## src/rtl/fss_ram.sv

```systemverilog
// Generic single-port-write, single-port-read RAM with registered read (read-first).
// No dependencies.
module fss_ram #(
  parameter int WIDTH = 8,
  parameter int DEPTH = 256
) (
  input  logic                     clk,
  input  logic                     we,
  input  logic [$clog2(DEPTH)-1:0] waddr,
  input  logic [WIDTH-1:0]         wdata,
  input  logic                     re,
  input  logic [$clog2(DEPTH)-1:0] raddr,
  output logic [WIDTH-1:0]         rdata
);

  logic [WIDTH-1:0] mem [DEPTH];

  always_ff @(posedge clk) begin
    if (we) begin
      mem[waddr] <= wdata;
    end
    if (re) begin
      rdata <= mem[raddr];
    end
  end

endmodule

```

## config.mk

```make
export PLATFORM = sky130hd
export DESIGN_NAME = fss_ram
export DESIGN_NICKNAME = d
export VERILOG_FILES = /design/src/rtl/fss_ram.sv
export SDC_FILE = /design/constraint.sdc
export NUM_CORES = 2
export LEC_CHECK = 0
export BUFFER_PORTS_ARGS = -buffer_cell sky130_fd_sc_hd__buf_4
export CORE_ASPECT_RATIO = 0.5
export CORE_MARGIN = 2
export CORE_UTILIZATION = 48
export CTS_BUF_LIST = sky130_fd_sc_hd__clkbuf_8
export CTS_CLUSTER_SIZE = 16
export DETAILED_ROUTE_END_ITERATION = 8
export HOLD_SLACK_MARGIN = 0.06
export PLACE_DENSITY = 0.65
export SLEW_MARGIN = 30
export SYNTH_ARGS = -nofsm -noshare
export SYNTH_HDL_FRONTEND = slang
export SYNTH_SLANG_ARGS = --single-unit
```

## constraint.sdc

```tcl
create_clock -name clk -period 2.4 [get_ports clk]
set_input_delay 0.24 -clock clk [delete_from_list [all_inputs] [get_ports clk]]
set_output_delay 0.24 -clock clk [all_outputs]
set_load 0.01 [all_outputs]
```

==> impl_metrics.env <==
export IMPL_post_synth_mux_area_share_pct=14.6
export IMPL_cts_tree="built"
export IMPL_critical_path_peak_fanout=1
export IMPL_hold_viol=0
export IMPL_num_rows=105
export IMPL_postSynthNetCount=3760
export IMPL_synth_simple_gate_area_share_pct=2.63
export IMPL_cts_clk_slew_worst_paths_ns=0.07
export IMPL_cts_buffers=305
export IMPL_setup_ws_ns=-0.148
export IMPL_postSynthCellCount=3733
export IMPL_grt_use_total_pct=23.9
export IMPL_final_period_minus_worst_setup_slack_ns=2.55
export IMPL_hpwlAfterDp_mm=132
export IMPL_yosysWarnings=0
export IMPL_worstSetupPathType="register to register"
export IMPL_cts_htree_levels=5
export IMPL_synth_largest_area_cell="edfxtp_1"
export IMPL_finalNetCount=4569
export IMPL_postPlaceCellArea_sq_um=87200
export IMPL_clock_insertion_delay_worst_skew_ns=1.02
export IMPL_synth_compound_gate_area_share_pct=3.42
export IMPL_required_time_reported_for_the_critical_path_endpoint_ns=3.16
export IMPL_synth_top_family_by_area="multiplexers"
export IMPL_grtUsageMet1_pct=34.6
export IMPL_tritoncts_num_sinks=2056
export IMPL_final_layout_size_suffix_gt1_share_pct=32.9
export IMPL_finalSetupViolations=1
export IMPL_antenna_found_initial=8
export IMPL_asyncSetResetFlopFracSynth_pct=0
export IMPL_finClkSkew_ns=0.0601
export IMPL_busiest_layer="met2"
export IMPL_timing_max_slew_rel_slack_pct=40.7
export IMPL_yosysUniqueCellTypes=54
export IMPL_die_w_microns=580
export IMPL_dr_pass1_iters=6
export IMPL_synth_sequential_area_ratio_pct=77.5
export IMPL_run_status="complete, but fails checks"
export IMPL_final_cell_area_sq_um=92900
export IMPL_min_delay_path_class="input port to register"
export IMPL_cts_setup_buffers=0
export IMPL_worst_slew_pin_transition_ns=0.887
export IMPL_antenna_violating_nets_post_route=0
export IMPL_synth_seq_cells=2056
export IMPL_failed_checks="setup timing"
export IMPL_use_met3_pct=4.69
export IMPL_drt_wirelength_per_cell_microns=29.1
export IMPL_dr_total_vias=41800
export IMPL_detailedPlace_worstSlack_ns=-0.972
export IMPL_cts_root_buffer_cell="clkbuf_8"
export IMPL_synthMostInstantiatedCell="edfxtp_1"
export IMPL_worstPathArrival_ns=3.31
export IMPL_ys_flop_type="edfxtp_1"
export IMPL_synth_xor_xnor_area_share_pct=0
export IMPL_cell_area_after_synthesis_sq_um=79600
export IMPL_die_area_sq_um=169000
export IMPL_detail_route_vias_per_cell=6.01
export IMPL_boundaryPins=35
export IMPL_static_leakage_power_nw=30.3
export IMPL_total_power_mw=69.1
export IMPL_drv_cap=0
export IMPL_grt_start_max_net_pins=96
export IMPL_gp_congestion=0.869
export IMPL_critical_path_startpoint_type="register"
export IMPL_grt_ovfl_total=0
export IMPL_core_area_sq_um=164000
export IMPL_post_synth_top_area_fraction_pct=77.5
export IMPL_yosys_area_share_adder_pct=0
export IMPL_grt_setup_unrepaired="yes"
export IMPL_vdd_ir_drop_worst_v=0.000516
export IMPL_post_route_period_util_pct=106
export IMPL_totalNegativeSetupSlack_ns=-0.148
export IMPL_floorplan_initialDensity_pct=48.5
export IMPL_portBuffers=34
export IMPL_floorplan_die_height_microns=292
export IMPL_slew_viol_final=0
export IMPL_grt_pass1_vias=42000
export IMPL_finish_utilization_pct=56.5
export IMPL_achievable_frequency_ghz=0.393
export IMPL_power_per_cell_area_nw_per_um2=744
export IMPL_yosys_top_cells_count="2056 x edfxtp_1, 454 x mux4_2, 282 x nor2_1"
export IMPL_synth_enable_flop_cells=2056
export IMPL_drt_iter0_drc=5317
export IMPL_cts_buffer_depth=4
export IMPL_worst_setup_path_end_kind="register"
export IMPL_post_synthesis_mean_instance_area_sq_um=21.3
export IMPL_wire_length_of_the_first_global_routing_pass_mm=292
export IMPL_synth_top_cells_by_area="edfxtp_1 78%, mux4_2 13%, mux2i_1 1.7%, nor2_1 1.3%, a22oi_1 1.3%"
export IMPL_post_route_drc_violation_count=0
export IMPL_detail_route_wirelength_mm=202
export IMPL_syn2layout_area_growth_pct=16.6
export IMPL_grt_met2_usage_pct=36.8
==> cell usage in the layout, fill, tap and decap left out, types with 25 or more instances in the layout <==
cell type,netlist,final
clkinv_2,0,25
clkinv_1,1,77
nand2_1,33,33
inv_1,1,96
nor2_1,282,278
o22ai_1,28,28
mux4_2,454,454
buf_4,27,641
a22oi_1,133,132
edfxtp_1,2056,2056
o221ai_1,46,44
nand3_1,34,34
buf_12,8,63
clkbuf_8,0,319
nor2b_1,31,27
a21oi_1,96,95
mux2i_1,134,134
==> metal layers <==
layer  part of all wire, %  vias up
met5                     0        -
met4                   2.7        0
met3                    10      341
met2                    47     2129
met1                    40    22000
li1                      -    17300
==> flip-flops by register name (all words and copies together) (netlist names) <==
signal,flops
mem,2048
rdata,8
==> final timing paths <==
| path | cells after the start | end | slack, ns | startpoint |
|---|---|---|---|---|
| setup / recovery | 8 | rdata[3] | -0.15 | mem[27][3] |
| hold / removal | 7 | rdata[5] | 0.15 | raddr[6] |
| setup reg to reg | 8 | rdata[3] | -0.15 | mem[27][3] |
| hold reg to reg | 7 | rdata[5] | 1.09 | mem[32][5] |
==> area by class of cell <==
class,count,area [sq um]
Multi-Input combinational cell,1442,16800
Tap cell,2193,2740
Antenna cell,3,7.51
Clock buffer,311,4280
Sequential cell,2056,61700
Fill cell,12000,71500
Clock inverter,205,905
Inverter,2,7.51
Timing Repair Buffer,735,6420
==> cell families (layout without fill, tap and decap cells) <==
family	after synthesis	in the layout
AO/OA/AOI/OAI	385	385
buffers and inverters	235	1253
flip-flops	2056	2056
multiplexers	591	591
other	0	3
AND/OR/NAND/NOR	466	466
==> per-stage QoR <==
stage | cells | hold slack (ns)
after global routing | 6945 | 0.158
after floorplan | 3733 | 0.339
final | 6947 | 0.148
after detailed placement | 6408 | 0.639
after global placement | 6408 | 0.641
after CTS | 6944 | 0.0906
==> worst max-delay path, stage by stage (launching register included) <==
cell,delay [ns]
edfxtp_1,0.37
mux4_2,0.49
a22o_1,0.23
a221oi_2,0.29
buf_4,0.19
o221ai_4,0.09
a211oi_4,0.39
buf_4,0.19
nor4_1,0.03
==> power breakdown <==
part	internal (mW)	switching, mW
clock	12.3	12.9
sequential	39.6	0.0494
combinational	1.71	2.51
==> timing repair <==
action	4_1_cts	5_1_grt
pin swaps	12	7
endpoints found under the setup margin	7	8
hold endpoints to repair	2249	0
hold buffers	20	0
gates resized for setup	30	15
No activity file was read; power rests on OpenSTA's default activity.
